## src/design/sorted_set_table_defines.svh

```systemverilog
// Assertion macros shared by the sorted set table RTL.
// No dependencies; included by files that carry concurrent checks.
`ifndef SORTED_SET_TABLE_DEFINES_SVH
`define SORTED_SET_TABLE_DEFINES_SVH

// same-cycle implication, clocked on clk_i, off during reset
`define SST_ASSERT_IMP(lbl, ante, cons) \
  lbl: assert property (@(posedge clk_i) disable iff (!rst_ni) (ante) |-> (cons)) \
    else $error("sorted_set_table: check failed");

// next-cycle implication
`define SST_ASSERT_NXT(lbl, ante, cons) \
  lbl: assert property (@(posedge clk_i) disable iff (!rst_ni) (ante) |=> (cons)) \
    else $error("sorted_set_table: check failed");

`endif

```

## src/design/sst_pkg.sv

```systemverilog
// Types, constants and codes for the sorted set table.
// No dependencies; imported by sst_cell and sorted_set_table.
package sst_pkg;

  localparam int unsigned CAP   = 16;
  localparam int unsigned CNT_W = $clog2(CAP + 1);
  localparam int unsigned KEY_W = 32;
  localparam int unsigned POS_W = 5;
  localparam int unsigned OP_W  = 2;

  typedef enum logic [OP_W-1:0] {
    OP_INSERT = 2'd0,
    OP_REMOVE = 2'd1,
    OP_QUERY  = 2'd2
  } op_e;

  typedef enum logic [2:0] {
    ST_IDLE = 3'b001,
    ST_CMP  = 3'b010,
    ST_UPD  = 3'b100
  } state_e;

  // broadcast to every cell
  typedef struct packed {
    logic cmp_en;
    logic ins;
    logic rem;
  } cell_ctrl_t;

endpackage

```

## src/design/sst_cell.sv

```systemverilog
// One slot of the sorted chain: holds a key, compares it, shifts with neighbors.
// Depends on sst_pkg.
module sst_cell import sst_pkg::*; (
  input  logic                     clk_i,
  input  logic                     rst_ni,
  input  cell_ctrl_t               ctrl_i,
  input  logic                     valid_i,
  input  logic signed [KEY_W-1:0]  key_i,
  input  logic                     left_lt_i,
  input  logic signed [KEY_W-1:0]  left_data_i,
  input  logic signed [KEY_W-1:0]  right_data_i,
  output logic signed [KEY_W-1:0]  data_o,
  output logic                     lt_o,
  output logic                     eq_o
);

  logic signed [KEY_W-1:0] entry_q, entry_d;
  logic                    lt_q, lt_d;
  logic                    eq_q, eq_d;

  always_comb begin
    lt_d = lt_q;
    eq_d = eq_q;
    if (ctrl_i.cmp_en) begin
      lt_d = valid_i && (entry_q < key_i);
      eq_d = valid_i && (entry_q == key_i);
    end
  end

  always_comb begin
    entry_d = entry_q;
    if (ctrl_i.ins && !lt_q) begin
      entry_d = left_lt_i ? key_i : left_data_i;
    end else if (ctrl_i.rem && !lt_q) begin
      entry_d = right_data_i;
    end
  end

  always_ff @(posedge clk_i or negedge rst_ni) begin
    if (!rst_ni) begin
      lt_q <= 1'b0;
      eq_q <= 1'b0;
    end else begin
      lt_q <= lt_d;
      eq_q <= eq_d;
    end
  end

  always_ff @(posedge clk_i) begin
    entry_q <= entry_d;
  end

  assign data_o = entry_q;
  assign lt_o   = lt_q;
  assign eq_o   = eq_q;

endmodule

```

## src/design/sorted_set_table.sv

```systemverilog
// Sorted set table top: request control, count register and chain of sst_cell.
// Depends on sst_pkg, sst_cell and sorted_set_table_defines.svh.
//
//   channel   direction  handshake              payload
//   request   in         start_i / busy_o       operation_i, key_i
//   result    out        done_o (1-cycle pulse) ok_o, full_res_o, position_o,
//                                               entry_count_o
//
// A request passes a compare in every cell (ST_CMP), then the update/shift
// (ST_UPD), then the result pulse, during which the next request can already
// be taken, as busy_o is already low while the result pulse is high.
// Reset clears count and control; cell keys are undefined until written.
// The receiver cannot stall; done_o is high for exactly one cycle per request.
`include "sorted_set_table_defines.svh"

module sorted_set_table import sst_pkg::*; (
  input  logic                    clk_i,
  input  logic                    rst_ni,
  input  logic                    start_i,
  output logic                    busy_o,
  input  logic [OP_W-1:0]         operation_i,
  input  logic signed [KEY_W-1:0] key_i,
  output logic                    done_o,
  output logic                    ok_o,
  output logic                    full_res_o,
  output logic [POS_W-1:0]        position_o,
  output logic [POS_W-1:0]        entry_count_o
);

  state_e                  state_q, state_d;
  logic [OP_W-1:0]         op_q;
  logic signed [KEY_W-1:0] key_q;
  logic [CNT_W-1:0]        count_q, count_d;
  logic                    done_q, done_d;
  logic                    ok_q, ok_d;
  logic                    full_q, full_d;
  logic [POS_W-1:0]        pos_q, pos_d;

  cell_ctrl_t              ctrl;
  logic signed [KEY_W-1:0] cell_data [CAP];
  logic [CAP-1:0]          lt_vec;
  logic [CAP-1:0]          eq_vec;
  logic [CNT_W-1:0]        idx;
  logic                    found;
  logic [POS_W-1:0]        pos_hit;
  logic                    accept;

  assign accept  = start_i && (state_q == ST_IDLE);
  assign idx     = CNT_W'($countones(lt_vec));
  assign found   = |eq_vec;
  assign pos_hit = POS_W'({1'b0, idx} + (CNT_W + 1)'(1));

  always_comb begin
    state_d     = state_q;
    count_d     = count_q;
    done_d      = 1'b0;
    ok_d        = ok_q;
    full_d      = full_q;
    pos_d       = pos_q;
    ctrl.cmp_en = 1'b0;
    ctrl.ins    = 1'b0;
    ctrl.rem    = 1'b0;
    case (state_q)
      ST_IDLE: begin
        if (accept) state_d = ST_CMP;
      end
      ST_CMP: begin
        ctrl.cmp_en = 1'b1;
        state_d     = ST_UPD;
      end
      ST_UPD: begin
        state_d = ST_IDLE;
        done_d  = 1'b1;
        ok_d    = 1'b0;
        full_d  = 1'b0;
        pos_d   = '0;
        case (op_q)
          OP_INSERT: begin
            if (found) begin
              pos_d = pos_hit;
            end else if (count_q == CNT_W'(CAP)) begin
              full_d = 1'b1;
            end else begin
              ctrl.ins = 1'b1;
              count_d  = count_q + CNT_W'(1);
              ok_d     = 1'b1;
              pos_d    = pos_hit;
            end
          end
          OP_REMOVE: begin
            if (found) begin
              ctrl.rem = 1'b1;
              count_d  = count_q - CNT_W'(1);
              ok_d     = 1'b1;
            end
          end
          OP_QUERY: begin
            if (found) begin
              ok_d  = 1'b1;
              pos_d = pos_hit;
            end
          end
          default: ;
        endcase
      end
      default: state_d = ST_IDLE;
    endcase
  end

  always_ff @(posedge clk_i or negedge rst_ni) begin
    if (!rst_ni) begin
      state_q <= ST_IDLE;
      count_q <= '0;
      done_q  <= 1'b0;
      ok_q    <= 1'b0;
      full_q  <= 1'b0;
      pos_q   <= '0;
    end else begin
      state_q <= state_d;
      count_q <= count_d;
      done_q  <= done_d;
      ok_q    <= ok_d;
      full_q  <= full_d;
      pos_q   <= pos_d;
    end
  end

  always_ff @(posedge clk_i) begin
    if (accept) begin
      op_q  <= operation_i;
      key_q <= key_i;
    end
  end

  for (genvar j = 0; j < CAP; j++) begin : g_cell
    logic                    left_lt;
    logic signed [KEY_W-1:0] left_data;
    logic signed [KEY_W-1:0] right_data;

    if (j == 0) begin : g_first
      assign left_lt   = 1'b1;
      assign left_data = key_q;
    end else begin : g_mid
      assign left_lt   = lt_vec[j-1];
      assign left_data = cell_data[j-1];
    end

    if (j == CAP - 1) begin : g_last
      assign right_data = cell_data[j];
    end else begin : g_inner
      assign right_data = cell_data[j+1];
    end

    sst_cell u_cell (
      .clk_i        (clk_i),
      .rst_ni       (rst_ni),
      .ctrl_i       (ctrl),
      .valid_i      (CNT_W'(j) < count_q),
      .key_i        (key_q),
      .left_lt_i    (left_lt),
      .left_data_i  (left_data),
      .right_data_i (right_data),
      .data_o       (cell_data[j]),
      .lt_o         (lt_vec[j]),
      .eq_o         (eq_vec[j])
    );
  end

  assign busy_o        = (state_q != ST_IDLE);
  assign done_o        = done_q;
  assign ok_o          = ok_q;
  assign full_res_o    = full_q;
  assign position_o    = pos_q;
  assign entry_count_o = POS_W'(count_q);

  `SST_ASSERT_IMP(a_count_cap, 1'b1, count_q <= CNT_W'(CAP))
  `SST_ASSERT_IMP(a_full_not_ok, done_o && full_res_o, !ok_o && (position_o == '0))
  `SST_ASSERT_NXT(a_done_after_upd, state_q == ST_UPD, done_o && (state_q == ST_IDLE))
  `SST_ASSERT_IMP(a_count_moves_in_upd, !$stable(count_q), done_o)
  `SST_ASSERT_NXT(a_accept_to_cmp, accept, state_q == ST_CMP)

endmodule

```

## config.mk

```make
export PLATFORM = sky130hd
export DESIGN_NAME = sorted_set_table
export DESIGN_NICKNAME = d
export VERILOG_FILES = /design/src/design/sst_pkg.sv /design/src/design/sst_cell.sv /design/src/design/sorted_set_table.sv
export VERILOG_INCLUDE_DIRS = /design/src /design/src/design
export SDC_FILE = /design/constraint.sdc
export NUM_CORES = 2
export LEC_CHECK = 0
export BUFFER_PORTS_ARGS = -buffer_cell sky130_fd_sc_hd__clkbuf_2
export CORE_ASPECT_RATIO = 1.1
export CORE_MARGIN = 1
export CORE_UTILIZATION = 45
export DETAILED_ROUTE_END_ITERATION = 8
export GPL_ROUTABILITY_DRIVEN = 1
export SYNTH_ARGS = -nofsm -noshare
export SYNTH_HDL_FRONTEND = slang
export SYNTH_SLANG_ARGS = --single-unit
```

## constraint.sdc

```tcl
create_clock -name clk_i -period 5 [get_ports clk_i]
set_input_delay 0.25 -clock clk_i [delete_from_list [all_inputs] [get_ports clk_i]]
set_output_delay 0.25 -clock clk_i [all_outputs]
set_load 0.03 [all_outputs]
```

# [After elaboration in Yosys (flattened, before gate mapping)]
# Cells that the tools add are included.
[totals] ff_bits=594 latchBits=0 ramBits=0 romBits=0 inputBits=37 output_inout_bits=14 elab_cells=300 mem_count=0
[op_classes] n_addsub=18 n_mul=0 div=0 magnitude_cmp=32 eq_ne=27 shift=0 n_mux=67 n_bitwise=0 n_reduce_logical=100
[ops] cell="32-bit 2-to-1 mux" count=45
[ops] cell="32-bit == test" count=16
[ops] cell="32-bit less-than comparator" count=16
[ops] cell="1-bit logical AND" count=64
[ops] cell="4-bit by 5-bit less-than comparator with 1-bit output, first input constant" count=8
[ops] cell="2-bit nonzero test" count=16
[ops] cell="5-bit 2-to-1 mux" count=6
[ops] cell="3-bit by 5-bit less-than comparator with 1-bit output, first input constant" count=4
[ops] cell="5-bit one-hot mux with 2 select lines" count=2
[ops] cell="1-bit by 1-bit adder with 2-bit output" count=8
[ops] cell="1-bit logical NOT" count=16
[ops] cell="16-bit OR reduction" count=1
[ops] cell="2-bit by 2-bit adder with 3-bit output" count=4
[ops] cell="5-bit by 1-bit adder with 5-bit output, second input constant" count=2
[ops] cell="1-bit by 5-bit less-than comparator with 1-bit output, first input constant" count=2
[ops] cell="2-bit by 5-bit less-than comparator with 1-bit output, first input constant" count=2
[ops] cell="1-bit 2-to-1 mux" count=10
[ops] cell="3-bit by 3-bit adder with 4-bit output" count=2
[ops] cell="2-bit inequality test, second input constant" count=4
[ops] cell="3-bit one-hot mux with 2 select lines" count=1
[ops] cell="4-bit by 4-bit adder with 5-bit output" count=1
[ops] cell="5-bit == test, second input constant" count=1
[ops] cell="5-bit AND reduction" count=1
[ops] cell="5-bit by 1-bit subtractor with 5-bit output, second input constant" count=1
[ops] cell="other kinds (11)" count=11

# [Longest topological paths before layout]
[logic_depth] ltp_word=8 ltp_mapped=15 depth_no_buf=13

# [Hierarchy]
# Synthesis repeated with hierarchy kept, for this count alone.
[hier_totals] cells_unflattened=4475 area_unflattened_um2=42897.4
[by_module_without_submodules] module="sst_cell" instances=16 cells_each=267 area_per_inst_um2=2524.9 seq_area_each_um2=1011.0
[by_module_without_submodules] module="sorted_set_table" instances=1 cells_each=203 area_per_inst_um2=2498.6 seq_area_each_um2=1422.6

# [Worst setup path before layout]
# OpenSTA, ideal clock, no wires.
[synth_path] path_type="register to register" from="reg g_cell[0].u_cell.lt_q" to="reg pos_q[4], in the netlist position_o[4]" setup_time_ns=0.122 t_arrival_ns=4.054 t_required_ns=4.878 setup_slack_ns=0.825 stages_incl_launch_ff=13 n_path_buf=2 synth_period_minus_slack_ns=4.175 cell_sequence="dfrtp_1 > clkbuf_1 > clkbuf_1 > inv_1 > ha_1 > fa_1 > fa_1 > fa_1 > fa_1 > inv_1 > fa_1 > a21o_1 > a32o_1"
[synth_between] elab_chain_cells=8 elab_cells_between_ends=9 cone_classes="add/sub: 5; mux: 4"
[synth_lines] element="start, declared" line="sst_cell.sv:18" rtl="logic lt_q, lt_d;"
[synth_lines] element="start signal, assigned" line="sst_cell.sv:44" rtl="lt_q <= lt_d;"
[synth_lines] element="1-bit by 1-bit adder with 2-bit output (implied by the code) (*)" line="sorted_set_table.sv:49" rtl="assign idx = CNT_W'($countones(lt_vec));"
[synth_lines] element="2-bit by 2-bit adder with 3-bit output (implied by the code) (*)" line="sorted_set_table.sv:49"
[synth_lines] element="3-bit by 3-bit adder with 4-bit output (implied by the code) (*)" line="sorted_set_table.sv:49"
[synth_lines] element="4-bit by 4-bit adder with 5-bit output (implied by the code) (*)" line="sorted_set_table.sv:49"
[synth_lines] element="5-bit by 1-bit adder with 5-bit output (*)" line="sorted_set_table.sv:51" rtl="assign pos_hit = POS_W'({1'b0, idx} + (CNT_W + 1)'(1));"
[synth_lines] element="5-bit 2-to-1 mux" line="sorted_set_table.sv:81" rtl="end else if (count_q == CNT_W'(CAP)) begin"
[synth_lines] element="5-bit 2-to-1 mux" line="sorted_set_table.sv:79" rtl="if (found) begin"
[synth_lines] element="5-bit one-hot mux with 2 select lines (*)" line="sorted_set_table.sv:77" rtl="case (op_q)"
[synth_lines] element="end signal, assigned" line="sorted_set_table.sv:124" rtl="pos_q <= pos_d;"
[synth_lines] element="end, declared" line="sorted_set_table.sv:37" rtl="logic [POS_W-1:0] pos_q, pos_d;"
# Mark *: on every way between the ends. The rest lies on a longest branch, timed or not.
# A chain may end at the register's enable or synchronous reset.

# [Final worst setup path]
[layout_path] from="reg key_q[9], in the netlist g_cell[0].left_data[9]" to="reg g_cell[6].u_cell.lt_q"
[layout_between] elab_chain_cells=2
[layout_lines] element="start, declared" line="sorted_set_table.sv:32" rtl="logic signed [KEY_W-1:0] key_q;"
[layout_lines] element="start signal, assigned" line="sorted_set_table.sv:131" rtl="key_q <= key_i;"
[layout_lines] element="32-bit less-than comparator" line="sst_cell.sv:25" rtl="lt_d = valid_i && (entry_q < key_i);"
[layout_lines] element="1-bit logical AND" line="sst_cell.sv:25"
[layout_lines] element="end signal, assigned" line="sst_cell.sv:44"
[layout_lines] element="end, declared" line="sst_cell.sv:18"
# Every way passes these cells.

==> results summary <==
The critical path data arrival time came out at approximately 4.3 ns. The number of antenna-violating nets in the routed design is 0. The path type of the worst setup path is flop to flop. The total overflow left after global routing is 0. STA classifies the critical path startpoint as a flop. The die extent in y came out at 316 µm. The cell count of the worst hold path is 2. The area of all placed cells without fillers came out at 44,400 µm². The first-pass detailed-route iteration total came out at 7. The clock tree root driver cell is sky130_fd_sc_hd__clkbuf_16. Adding up every negative setup slack in the final design gives 0 ns.

Buffers inserted during clock tree synthesis total 72. In this run the power spent charging and discharging nets is approximately 0.0053 W. The post-cts sizing count came out at 0.

The final instance count without filler cells came out at about 5,100. Detailed placement ended at an HPWL of between 80,000 and 90,000 µm. The width of the die came out at approximately 290 µm. The register clock-pin slew on the reported worst setup and hold paths came out at 0.06 ns. The die covers slightly above 90,000 µm². The library cells used most frequently in the layout, excluding fill and tap cells, are sky130_fd_sc_hd__edfxtp_1, sky130_fd_sc_hd__nand2_1, sky130_fd_sc_hd__ha_1, sky130_fd_sc_hd__o21ai_0, sky130_fd_sc_hd__mux2i_1. For this design the static power due to leakage is ~17 nW. The startpoint identified for the worst register-to-register timing path is g_cell[0].left_data[9]$_DFFE_PP_.

The worst register-to-register path ends at g_cell[6].u_cell.lt_o$_DFFE_PN0P_. The quantity of I/O buffers inserted on ports came out at 50. The buffer levels on the longest clock path is 3.

Timing analysis after detailed placement gives a worst setup slack of approximately 1.3 ns. The signed area change from the synthesized netlist to the final layout came out at 9.91%. Including well taps, the total number of placed cells is a little under 5,000. In this run the core area contains approximately 110 standard-cell rows.

The post-detailed-routing wire length is ~120,000 µm. The placer congestion estimate is approximately 0.91. The post-synthesis xor/xnor area fraction is 0.00152.

The share of flip-flops with an asynchronous set or reset came out at 0.0808. The number of global-route vias before repair is a little over 30,000. Setup repair after global routing left no endpoint under its margin.

In the global route stage, overall resource usage came out at 0.257. The core outline area came out at around 90,000 µm². Setup violations remaining at the end of the flow were counted as 0. The antenna diode count came out at 0.

The fraction of synthesized area in multiplexers is 0.130. The proportion of power drawn by flip-flops and latches is 0.376. In this run the most critical hold path is launched from key_i[9]. The area of the mapped netlist came out at between 40,000 and 50,000 µm². TritonCTS built the clock tree. The hold violation total from the final report is 0. The flow ran to the end, but the final reports show violations. In the final routed layout, each cell accounts on average for roughly 23 µm. The latest clock arrival within the worst-skew pair is between 0.6 and 0.7 ns.

The final reports fail on design-rule violations. The total number of nets in the final design came out at between 4,000 and 5,000. The largest family of logic cells by synthesized area is adder cells.

The first-pass GRT wire length came out at between 150,000 and 200,000 µm. The cell-internal power came out at 0.0101 W. The depth of the worst register-to-register path came out at 8.

The worst hold-check path type is input pin to flop. The portion of total power attributed to combinational logic came out at 0.302. Among all flip-flop cells after synthesis, the most frequent one is sky130_fd_sc_hd__edfxtp_1. The highest clock frequency the design can meet is roughly 0.27 GHz. After detailed routing, the number of vias per cell comes to 6.02.

The proportion of synthesized chip area in sequential cells is 0.436. The final-layout fill cell count is ~8,000. The post-synthesis share of cell area spent on and, or, nand and nor gates came out at 0.107.

After layout, the worst setup slack is 1.25 ns. Counting I/O delays and the setup requirement, the final critical path takes between 3 and 4 ns. Measured against its own limit, the worst slew margin works out to 0.0230. The clock skew came out at around 0.023 ns. The number of synthesized flops with an enable pin came out at 546. The critical path data required time came out at between 5 and 6 ns. IR analysis of the VDD net gives a maximum drop of between 200 and 250 µV. 51 I/O pins were placed.

The ratio of cells with drive above 1 in the final layout came out at 0.0853. In the routed design, unresolved DRC markers number 10. The synthesized-area fraction occupied by ao, oa, aoi and oai cells is 0.126.

The pin slew with the least headroom to its limit came out at ~1.5 ns. The power share of the clock group is 0.322. The first routing iteration left ~2,200 violations. The overall via count from detail_route came out at slightly above 30,000. Once placement finished, the instance area stood at 41,900 µm². Leaving out fill and tap cells, the most frequent cell in the layout is sky130_fd_sc_hd__edfxtp_1. The synthesized design spends more area on one cell type than any other, namely sky130_fd_sc_hd__edfxtp_1. STA classifies the critical path endpoint as a flop. The number of instances in the synthesized netlist is between 3,000 and 4,000. The maximum number of pins on one net before global-route repair came out at between 60 and 70. The effective utilization at floorplan is 0.457. Of the total power, the share spent switching nets is 0.344. The final max-slew violation count came to 0. The H-tree was split into 3 levels. The warning count from the yosys run is 0. The adder and majority cell fraction of the synthesized area came out at 0.167. The areal power density over the cells is between 300 and 400 nW/µm².

The number of antenna violations at the first check in global routing came to 0. The internal reg-to-reg setup slack is 1.25 ns. Sorting the synthesized cells by area gives the leading types as sky130_fd_sc_hd__edfxtp_1, sky130_fd_sc_hd__ha_1, sky130_fd_sc_hd__mux2i_1, sky130_fd_sc_hd__o21ai_0, sky130_fd_sc_hd__nand2_1. The worst hold path terminates at g_cell[0].left_data[9]$_DFFE_PP_. The share of Yosys cell area claimed by the top area cell type is 0.406. The max capacitance violation total came out at 0. The fraction of the cycle the final worst path needs came out at 0.750.

The unique cell type count in the Yosys netlist is 75. The number of sinks on the clock net came out at about 590. The maximum fanout count along the critical path came out at 17. The synthesized area per cell came out at between 10 and 15 µm². The synthesized netlist net count is ~4,400.

The total of flip-flops plus latches after synthesis is about 600.
[state kept, by name, summed over array words and instances, names as in the netlist]
name                  flops
g_cell.u_cell.lt_o       16
ok_o                      1
g_cell.u_cell.data_o    512
g_cell.u_cell.eq_o       16
full_res_o                1
position_o                5
g_cell.left_data         32
op_q                      2
state_q                   3
done_o                    1
entry_count_o             5
[cell usage after synthesis (all sizes together) (11+ instances only)]
cell    number
nor2b       12
a22oi       12
or3         11
nor4        30
nor3        16
a21o        42
mux2        62
clkbuf     202
nand4       96
ha         524
mux2i      449
and2        14
edfxtp     546
dfrtp       47
o21ai      453
a21oi      263
o211ai      17
nor2       144
nand3       57
o31ai       11
inv         93
a221o       17
buf         22
nand2      541
a211oi      15
[per-layer routing]
metal | up-vias | routed length [µm] | global-route usage
met2 | 785 | 55200 | 0.426
li1 | 14400 | - | -
met3 | 167 | 5590 | 0.0281
met1 | 15000 | 53100 | 0.351
met4 | 0 | 3170 | 0.0798
met5 | - | 0 | 0
[logic make-up after synthesis]
family,count (synthesis)
xor gates and xnor gates,7
DFF,594
and+or+nand+nor,956
muxes,511
AOI/OAI and AO/OA,899
buffers and inverters,318
adders and majority gates,534
[per-stage QoR]
step                hold slack [ns]   util  total power, W
global placement              0.426  0.474          0.0104
detailed placement            0.429  0.474          0.0105
global route                  0.340  0.502          0.0161
floorplan                   -0.0456      -         0.00902
CTS                           0.300  0.502          0.0154
finish                        0.332  0.502          0.0154
[power groups by stage]
stage                     registers [W]  logic [W]  clock network (W)
final                           0.00579    0.00466            0.00496
after global routing            0.00582    0.00513            0.00518
after CTS                       0.00579    0.00462            0.00502
after detailed placement        0.00589    0.00458                  0
after global placement          0.00589    0.00446                  0
after floorplan                 0.00583    0.00319                  0
[critical path, stage by stage, from the launching register on]
cell and delay, ns:
sky130_fd_sc_hd__edfxtp_1 0.79, sky130_fd_sc_hd__inv_1 0.54, sky130_fd_sc_hd__ha_1 0.47, sky130_fd_sc_hd__nand4_1 0.16
sky130_fd_sc_hd__nor4_1 0.75, sky130_fd_sc_hd__o21ai_0 0.19, sky130_fd_sc_hd__a31oi_1 0.32, sky130_fd_sc_hd__o21ai_0 0.13
sky130_fd_sc_hd__a32o_1 0.26
[worst max-delay path by stage]
stage,from,end,slack (ns),depth (start not counted)
4_1_cts,g_cell[12].u_cell.lt_o$_DFFE_PN0P_,position_o[4]$_DFFE_PN0P_,1.33,10
3_3_place_gp,g_cell[12].u_cell.lt_o$_DFFE_PN0P_,position_o[4]$_DFFE_PN0P_,1.37,10
2_1_floorplan,g_cell[0].u_cell.lt_o$_DFFE_PN0P_,position_o[4]$_DFFE_PN0P_,0.82,12
6_report,g_cell[0].left_data[9]$_DFFE_PP_,g_cell[6].u_cell.lt_o$_DFFE_PN0P_,1.25,8
3_5_place_dp,g_cell[12].u_cell.lt_o$_DFFE_PN0P_,position_o[4]$_DFFE_PN0P_,1.34,10
5_1_grt,g_cell[0].left_data[9]$_DFFE_PP_,g_cell[4].u_cell.lt_o$_DFFE_PN0P_,1.06,8
[layout make-up]
cell class / count / area, µm² / area share
Multi-Input combinational cell: 2907 / 21600 / 0.487
Clock inverter: 20 / 97.6 / 0.00220
Sequential cell: 594 / 17600 / 0.397
Clock buffer: 107 / 2030 / 0.0457
Inverter: 94 / 353 / 0.00795
Tap cell: 1160 / 1450 / 0.0327
Timing Repair Buffer: 168 / 1230 / 0.0276
[repair_timing]
item / 4_1_cts / 5_1_grt
hold buffers: 36 / 0
hold endpoints to repair: 82 / 0
setup buffers: 0 / 0
Power figures use the tool's default switching activity.
